## config.mk

```make
export PLATFORM = sky130hd
export DESIGN_NAME = ndd_ram
export DESIGN_NICKNAME = d
export VERILOG_FILES = /design/src/rtl/core/ndd_ram.sv
export SDC_FILE = /design/constraint.sdc
export NUM_CORES = 1
export LEC_CHECK = 0
export BUFFER_PORTS_ARGS = -buffer_cell sky130_fd_sc_hd__buf_4
export CAP_MARGIN = 20
export CORE_MARGIN = 5
export CORE_UTILIZATION = 61
export CTS_CLUSTER_SIZE = 30
export DETAILED_ROUTE_END_ITERATION = 7
export MAX_ROUTING_LAYER = met4
export PLACE_DENSITY = 0.79
export SLEW_MARGIN = 20
export SYNTH_ARGS = -nofsm -noshare
export SYNTH_HDL_FRONTEND = slang
export SYNTH_SLANG_ARGS = --single-unit
```

## constraint.sdc

```tcl
create_clock -name clk -period 4.6 [get_ports clk]
set_input_delay 0.46 -clock clk [delete_from_list [all_inputs] [get_ports clk]]
set_output_delay 0.46 -clock clk [all_outputs]
set_load 0.03 [all_outputs]
```

## src/rtl/core/ndd_ram.sv

```systemverilog
// ndd_ram: generic single-write, single-read ram with registered read data
// depends on nothing
module ndd_ram #(
    parameter int WIDTH = 32,
    parameter int DEPTH = 16
) (
    input  logic                     clk,
    input  logic                     we,
    input  logic [$clog2(DEPTH)-1:0] waddr,
    input  logic [WIDTH-1:0]         wdata,
    input  logic [$clog2(DEPTH)-1:0] raddr,
    output logic [WIDTH-1:0]         rdata
);

    logic [WIDTH-1:0] mem [DEPTH];

    always_ff @(posedge clk)
    begin
        if (we)
        begin
            mem[waddr] <= wdata;
        end
        rdata <= mem[raddr];
    end

endmodule

```

==> implementation parameters <==
Parameter                              Value

Die
  Die width    between 150 and 200 µm
  Core region area    around 0.032 mm²
  Starting density of the core    61.3%
  Boundary pin count    74
  Die Height    roughly 190 µm
  Row count    66
  Full die area    0.0363 mm²

Min path
  Hold WC Path Type    in -> reg
  Endpoint with the worst hold slack    mem[2][28]$_DFFE_PP_
  HP Start    wdata[28]
  Hold-critical path depth    1

Synthesis
  Post-Syn Area per Cell    approximately 24 µm²
  Flip-flop and latch count after synthesis    between 500 and 600
  Synthesis Warnings    0
  Synthesized net count    between 800 and 900
  Mapped cell area    0.0199 mm²
  Synth cell types    18
  Synthesized instance count    between 800 and 900
  Area leader, netlist    sky130_fd_sc_hd__edfxtp_1
  Proportion of netlist area held by the largest area contributor    77.4%
  Sequential area share after synthesis    between 80% and 90%
  Most area-consuming cells after synthesis    sky130_fd_sc_hd__edfxtp_1 (77%), sky130_fd_sc_hd__mux4_2 (15%), sky130_fd_sc_hd__dfxtp_1 (3.2%)

Detailed routing
  Post-detailed-route via-to-cell ratio    between 6 and 7
  Post-Route WL    approximately 42000 µm
  DR vias    ~9.1k
  Total iterations of the first detailed-routing run    7
  Post-route DRC violation count    0
  Post-DRT Antenna Nets    0
  Routed wire length per instance    slightly below 30 µm
  First DRT Iteration DRCs    about 1k

Timing
  Final worst-path cycle share    45.8%
  Worst max-slew margin expressed relative to the limit    29.6%
  # setup viols final    0
  Accumulated negative setup slack    0 ns
  Unrepaired setup endpoints after global routing    false
  Maximum clock skew at final layout    approximately 0.015 ns
  Slew of the pin with the lowest slew margin    between 1 and 1.5 ns
  Fmax    474 MHz
  Minimum clock period after layout    around 2.1 ns
  Fin worst setup slack    between 2 and 2.5 ns
  Hold Vio Cnt, Final    0
  Number of pins with negative max-slew slack in the final report    0

Worst setup path
  R2R setup slack    between 3 and 4 ns
  Critical register-to-register path endpoint    rdata[20]$_DFF_P_
  Type of origin of the critical path    input port
  Launching point of the worst reg2reg path    mem[11][20]$_DFFE_PP_
  CP required    between 5 and 6 ns
  Data arrival time of the critical path    ~2.5 ns
  Worst-path cell with the longest stage delay    sky130_fd_sc_hd__mux4_2
  WS Path Type    in -> reg
  Worst path cell trace    clkbuf_8 > buf_4 > mux4_2 > a22oi_1 > nand2_1
  Peak per-stage delay on the critical path    roughly 0.57 ns
  Capturing element type of the critical path    flop
  Maximum fanout along the worst path    57
  Number of cell instances on the worst register-to-register path    3

CTS
  Setup bufs post-CTS    0
  Number of resized instances in the post-cts repair step    0
  Clock tree sinks    544
  Cts bufs inserted    52
  Count of hold-fix buffers inserted at cts    0
  Clock tree buffer depth    3
  Root buffer cell    sky130_fd_sc_hd__clkbuf_16
  Worst skew pair latency    between 0.5 and 0.6 ns
  Clock tree from TritonCTS    done
  H-tree depth    2
  Clock-pin slew reported for the worst setup and hold paths after clock tree synthesis    ~0.07 ns

Layout
  Final core area utilization    slightly above 70%
  # nets final    around 1000
  Share of cells above drive strength 1    roughly a third
  Syn-to-layout area delta    14.7%
  Final instance area    between 0.02 and 0.025 mm²

Placement
  Post-placement cell area    roughly 0.021 mm²
  Post-DP HPWL    roughly 21000 µm
  Number of I/O port buffers    73
  Setup Slack @ Placement    1.90 ns
  Global placement routability congestion    between 0.7 and 0.8

Power and ir drop
  Cell Pwr Density    455 mW/mm²
  Sequential fraction of design power    between 50% and 60%
  Fraction of power spent switching nets    approximately a fifth
  Clock network fraction of total power    approximately 41%
  Internal power of the cells    a little over 8000 µW
  Total Power Consumption    10400 µW
  Power share of the combinational group    approximately 5.4%
  Leak    approximately 0.0073 µW
  Largest voltage drop on the vdd net    ~0.00031 V
  Switching Power    2120 µW

Global routing
  Sum of overflow across all layers after global routing    0
  Largest net degree at the start of global routing    64
  Number of global-route vias before repair    9495
  Initial antenna violation count    1
  Global-route wire length before repair    a little over 60000 µm
  Aggregate global-route resource usage    around a quarter

Run
  Maxcap violations    0

Status
  Run status    completed
-- cells in the mapped netlist (all sizes together) --
cell / count
a22oi: 64
and2: 1
buf: 26
clkbuf: 17
dfxtp: 32
edfxtp: 512
mux4: 128
nand2: 33
nand2b: 2
nand3: 1
nand3b: 2
nor2: 13
nor2b: 2
nor3: 4
or3b: 1
-- worst max-delay path by stage --
stage / startpoint / endpoint / slack, ns / cells past startpoint
floorplan: waddr[2] / mem[0][0]$_DFFE_PP_ / 0.96 / 2
global placement: raddr[0] / rdata[29]$_DFF_P_ / 1.92 / 5
detailed placement: raddr[0] / rdata[2]$_DFF_P_ / 1.90 / 5
CTS: raddr[0] / rdata[2]$_DFF_P_ / 2.46 / 5
global route: raddr[0] / rdata[2]$_DFF_P_ / 2.26 / 5
finish: raddr[0] / rdata[29]$_DFF_P_ / 2.49 / 5
-- registers in the layout, indices dropped and copies added, names as in the netlist --
register and count:
rdata 32, mem 512
-- cell usage in the layout, fill, tap and decap left out, drive strengths merged --
master | netlist | layout
edfxtp | 512 | 512
mux4 | 128 | 128
buf | 26 | 97
clkbuf | 17 | 74
a22oi | 64 | 64
nand2 | 33 | 33
dfxtp | 32 | 32
nor2 | 13 | 13
clkinv | 0 | 13
clkinvlp | 0 | 5
bufinv | 0 | 5
nor3 | 4 | 4
nor2b | 2 | 2
nand3b | 2 | 2
nand2b | 2 | 2
diode | 0 | 1
and2 | 1 | 1
nand3 | 1 | 1
or3b | 1 | 1
-- kinds of logic after synthesis --
group	count (synthesis)	synth area share (%)
buffers and inverters	43	1.12
AND/OR/NAND/NOR	59	1.27
multiplexers	128	14.5
flip-flops	544	80.7
AO/OA/AOI/OAI	64	2.42
-- per-layer routing --
metal / share of wire, % / track usage, % / vias up
met2: 54 / 41.0 / 468
met3: 7.9 / 4.16 / 74
met1: 36 / 31.8 / 4801
li1: - / - / 3788
met5: 0 / - / -
met4: 2.2 / 5.94 / 0
-- area by class of cell --
| class | count | area [µm²] |
|---|---|---|
| antenna | 1 | 2.50 |
| sequential | 544 | 16000 |
| multi-input combinational | 251 | 3750 |
| tap | 442 | 553 |
| timing repair buffer | 98 | 754 |
| clock buffer | 73 | 1450 |
| clock inverter | 23 | 249 |
| fill | 1893 | 9600 |
-- stage by stage --
stage | hold WS (ns) | instances
CTS | 0.169 | 1431
global route | 0.186 | 1432
detailed placement | 0.655 | 1335
finish | 0.194 | 1432
global placement | 0.646 | 1335
floorplan | 0.559 | 838
-- critical path: cells and delay by family --
kind	cells	cell delay (ns)
buffers and inverters	2	1.01
multiplexers	1	0.57
AND/OR/NAND/NOR	1	0.11
AO/OA/AOI/OAI	1	0.28
-- power by group through the flow --
| stage | clock network [µW] | logic [µW] | registers [µW] |
|---|---|---|---|
| after floorplan | 0 | 266 | 5740 |
| after global routing | 4520 | 602 | 5580 |
| final | 4230 | 564 | 5580 |
| after detailed placement | 0 | 563 | 5680 |
| after CTS | 4270 | 571 | 5580 |
| after global placement | 0 | 551 | 5670 |
(Power assumes the default switching activity.)
