==> src/rtl/core/ndd_div.sv <==
// ndd_div: unsigned restoring divider, one quotient bit per cycle
// depends on nothing; 33-bit divisor, NUM_W-bit dividend and quotient
module ndd_div #(
    parameter int NUM_W = 49
) (
    input  logic             clk,
    input  logic             rst_n,
    input  logic             start,
    input  logic [NUM_W-1:0] num,
    input  logic [32:0]      den,
    output logic             done,
    output logic [NUM_W-1:0] quo
);

    localparam int CNT_W = $clog2(NUM_W + 1);

    logic             active_reg, active_next;
    logic             done_reg, done_next;
    logic [CNT_W-1:0] cnt_reg, cnt_next;
    logic [32:0]      rem_reg, rem_next;
    logic [NUM_W-1:0] shn_reg, shn_next;
    logic [NUM_W-1:0] q_reg, q_next;
    logic [32:0]      den_reg, den_next;
    logic [33:0]      trial;
    logic             fit;

    assign trial = {rem_reg, shn_reg[NUM_W-1]};
    assign fit   = trial >= {1'b0, den_reg};

    always_comb
    begin
        active_next = active_reg;
        done_next   = 1'b0;
        cnt_next    = cnt_reg;
        rem_next    = rem_reg;
        shn_next    = shn_reg;
        q_next      = q_reg;
        den_next    = den_reg;
        if (start)
        begin
            active_next = 1'b1;
            cnt_next    = CNT_W'(NUM_W);
            rem_next    = '0;
            shn_next    = num;
            q_next      = '0;
            den_next    = den;
        end
        else if (active_reg)
        begin
            rem_next = fit ? 33'(trial - {1'b0, den_reg}) : trial[32:0];
            shn_next = shn_reg << 1;
            q_next   = {q_reg[NUM_W-2:0], fit};
            cnt_next = cnt_reg - CNT_W'(1);
            if (cnt_reg == CNT_W'(1))
            begin
                active_next = 1'b0;
                done_next   = 1'b1;
            end
        end
    end

    always_ff @(posedge clk or negedge rst_n)
    begin
        if (!rst_n)
        begin
            active_reg <= 1'b0;
            done_reg   <= 1'b0;
            cnt_reg    <= '0;
        end
        else
        begin
            active_reg <= active_next;
            done_reg   <= done_next;
            cnt_reg    <= cnt_next;
        end
    end

    always_ff @(posedge clk)
    begin
        rem_reg <= rem_next;
        shn_reg <= shn_next;
        q_reg   <= q_next;
        den_reg <= den_next;
    end

    assign done = done_reg;
    assign quo  = q_reg;

endmodule

==> config.mk <==
export PLATFORM = sky130hd
export DESIGN_NAME = ndd_div
export DESIGN_NICKNAME = d
export VERILOG_FILES = /design/src/rtl/core/ndd_div.sv
export SDC_FILE = /design/constraint.sdc
export NUM_CORES = 1
export LEC_CHECK = 0
export BUFFER_PORTS_ARGS = -buffer_cell sky130_fd_sc_hd__buf_2
export CAP_MARGIN = 20
export CORE_ASPECT_RATIO = 1.2
export CORE_UTILIZATION = 55
export DETAILED_ROUTE_END_ITERATION = 10
export GPL_ROUTABILITY_DRIVEN = 0
export PLACE_DENSITY = 0.78
export SLEW_MARGIN = 40
export SYNTH_ARGS = -nofsm -noshare
export SYNTH_HDL_FRONTEND = slang
export SYNTH_SLANG_ARGS = --single-unit
==> constraint.sdc <==
create_clock -name clk -period 7 [get_ports clk]
set_clock_uncertainty 0.1 [all_clocks]
set_input_delay 1.05 -clock clk [delete_from_list [all_inputs] [get_ports clk]]
set_output_delay 1.05 -clock clk [all_outputs]
set_load 0.03 [all_outputs]
==> flow_metrics.env <==
export IMPL_regArea_mm2=0.00431
export IMPL_power_density_mw_per_mm2=320
export IMPL_drt_total_wl_um=17600
export IMPL_synth_edf_count=82
export IMPL_wirelength_met1_um=7390
export IMPL_async_flop_share_pct=4.65
export IMPL_grt_use_total_pct=23.1
export IMPL_dieArea_mm2=0.0158
export IMPL_vias=6201
export IMPL_grt_pass1_wl_um=28200
export IMPL_die_height_um=138
export IMPL_required_ps=7240
export IMPL_synthDistinctLibCells=61
export IMPL_ys_seq_elements=172
export IMPL_finalCritPeriodShare_pct=47.7
export IMPL_synth_nets=916
export IMPL_avgSynthCellArea_um2=10.6
export IMPL_worst_slew_pin_slew_ps=676
export IMPL_clk_latency_ps=440
export IMPL_via_per_inst=5.49
export IMPL_initial_core_util_pct=56.3
export IMPL_syn_area_mm2=0.00843
export IMPL_synth_yosys_warnings=0
export IMPL_netlist_area_leader_share_pct=29.2
export IMPL_cts_resized=0
export IMPL_avgRoutedWirePerCell_um=15.5
export IMPL_num_nets_final=1034
export IMPL_dr_first_iter_drc_count=394
export IMPL_status="completed"
export IMPL_antenna_found_initial=1
export IMPL_synth_main_ff_cell="edfxtp_1"
export IMPL_fill_cells=1252
export IMPL_pin_count=135
export IMPL_wl_met2_um=8710
export IMPL_crit_type="reg2reg"
export IMPL_endpoint_kind="register"
export IMPL_cts_root_buf="clkbuf_16"
export IMPL_slew_headroom_pct=54.9
export IMPL_fin_tns_setup_ps=0
export IMPL_ant_nets=0
export IMPL_wl_met3_um=1100
export IMPL_dp_cells=1097
export IMPL_hold_viol_final=0
export IMPL_clk_pin_slew_ps=70
export IMPL_io_buffers=134
export IMPL_core_area_mm2=0.0150
export IMPL_grt_overflow=0
export IMPL_layoutNonFillerInstCount=1130
export IMPL_cts_inserted_buffers=17
export IMPL_top_layer="met4"
export IMPL_vdd_ir_drop_max_mv=0.189
export IMPL_synth_area_leader_cell="edfxtp_1"
export IMPL_critPathMaxFanout=27
export IMPL_antenna_diode_count=0
export IMPL_num_rows=49
export IMPL_layout_drive_gt1_share_pct=25.3
export IMPL_power_leakage_nw=4.65
export IMPL_cts_setup_buffers=0
export IMPL_hp_class="in2async"
export IMPL_rsz0062_at_grt="false"
export IMPL_grt_pass1_vias=6049
export IMPL_multi_input_area_mm2=0.00378
export IMPL_hold_buffers=0
export IMPL_crit_path_start_kind="register"
export IMPL_post_route_drc_count=0
export IMPL_h_tree_depth=4
export IMPL_dp_hpwl_um=12000
export IMPL_max_clock_freq_mhz=299
export IMPL_finalSetupViolations=0
export IMPL_synth_cells=795
export IMPL_ys_top_cells_by_area="edfxtp_1, dfxtp_1, mux2_2, mux2i_1, ha_1"
export IMPL_drv_cap=0
export IMPL_synth_seq_area_share_pct=51.1
export IMPL_drt_pass1_iterations=5
export IMPL_period_needed_ps=3340
export IMPL_chipWidth_um=115
export IMPL_regToRegSetupSlack_ps=3660
export IMPL_area_growth_pct=16.7
export IMPL_cts_tree="done"
export IMPL_clock_sinks=172
export IMPL_worst_ep_arrival_time_ps=3580
export IMPL_clockBufferDepth=2
export IMPL_grt_max_degree=102
export IMPL_slew_viol_final=0
-- critical path, cell delays in order (launching register included) --
cell and delay, ps:
edfxtp_1 380, ha_1 190, inv_1 60, fa_1 200, a21oi_1 120, o211ai_1 330, nand4_1 180, a41oi_2 240
o21ai_2 110, o211ai_2 480, buf_4 400, nor2_1 90, a2111oi_2 340
-- path summary, 6_finish.rpt --
kind                                 start          end  cells past startpoint
max in group asynchronous            rst_n   active_reg                      1
worst min register to register  rem_reg[7]   rem_reg[8]                      2
worst max register to register  den_reg[0]  rem_reg[20]                     12
worst max-delay path            den_reg[0]  rem_reg[20]                     12
min in group clk                rem_reg[7]   rem_reg[8]                      2
worst min-delay path                 rst_n   cnt_reg[0]                      1
-- cell families (layout without fill, tap and decap cells) --
| logic type | count (synthesis) | after routing | share of synthesized area [%] |
|---|---|---|---|
| AO/OA/AOI/OAI | 139 | 139 | 11.9 |
| XOR/XNOR | 29 | 29 | 3.01 |
| adder cells (fa/ha/maj) | 36 | 36 | 5.43 |
| buffers and inverters | 83 | 214 | 4.08 |
| flip-flops | 172 | 172 | 51.1 |
| multiplexers | 99 | 99 | 12.5 |
| AND/OR/NAND/NOR | 237 | 237 | 12.0 |
-- cells in the mapped netlist, types with 5 or more instances --
cell type / number
dfrtp_1: 8
xnor2_1: 17
nor2_1: 104
buf_2: 5
buf_1: 6
mux2_2: 48
o21ai_0: 19
dfxtp_1: 82
a21o_1: 13
clkbuf_1: 24
a311oi_1: 21
nand3_1: 10
xor2_1: 12
nand2_1: 80
inv_1: 44
a21oi_1: 35
edfxtp_1: 82
mux2i_1: 50
o21bai_1: 9
nor3_1: 11
a211oi_1: 8
ha_1: 35
nand4_1: 6
-- final cells by class --
class                           instances  share of cell area [%]
Inverter                               44                    1.70
Clock inverter                         14                    1.45
Sequential cell                       172                    43.8
Tap cell                              204                    2.59
Multi-Input combinational cell        540                    38.4
Clock buffer                           18                    4.58
Timing Repair Buffer                  138                    7.46
-- stage by stage --
stage | hold slack, ps | instance area [µm²] | utilization, % | setup slack (ps) | total power, W
after CTS | 338 | 9800 | 65.5 | 3650 | 0.00316
after detailed placement | 386 | 9210 | 61.6 | 3660 | 0.00221
after floorplan | 363 | 8430 | - | 4120 | 0.00203
final | 350 | 9840 | 65.8 | 3660 | 0.00314
after global routing | 342 | 9840 | 65.8 | 3320 | 0.00332
after global placement | 375 | 9210 | 61.6 | 3630 | 0.00219
-- report_power, final --
group,switching (W),internal (W),total (W)
Sequential,0.0000802,0.00118,0.00126
Clock,0.000445,0.000497,0.000943
Combinational,0.000555,0.000386,0.000940
Total,0.00108,0.00206,0.00314
-- placed cells by master (no fill, tap or decap), drive strengths merged, types with 5 or more instances in the layout --
cell type and n:
nand3 10, clkbuf 18, a21o 13, mux2i 50
a311oi 24, xor2 12, mux2 49, xnor2 17
a21oi 36, a211oi 8, nor2 104, nor3 11
ha 35, o21bai 9, nand4 6, buf 138
dfxtp 82, edfxtp 82, nand2 80, o21ai 21
inv 53, dfrtp 8, clkinv 5
-- layer usage --
layer,global-route usage [%],vias up
met3,6.60,30
met2,39.4,163
li1,-,3074
met5,0,-
met1,27.1,2934
met4,10.2,0
Power figures use the tool's default switching activity.
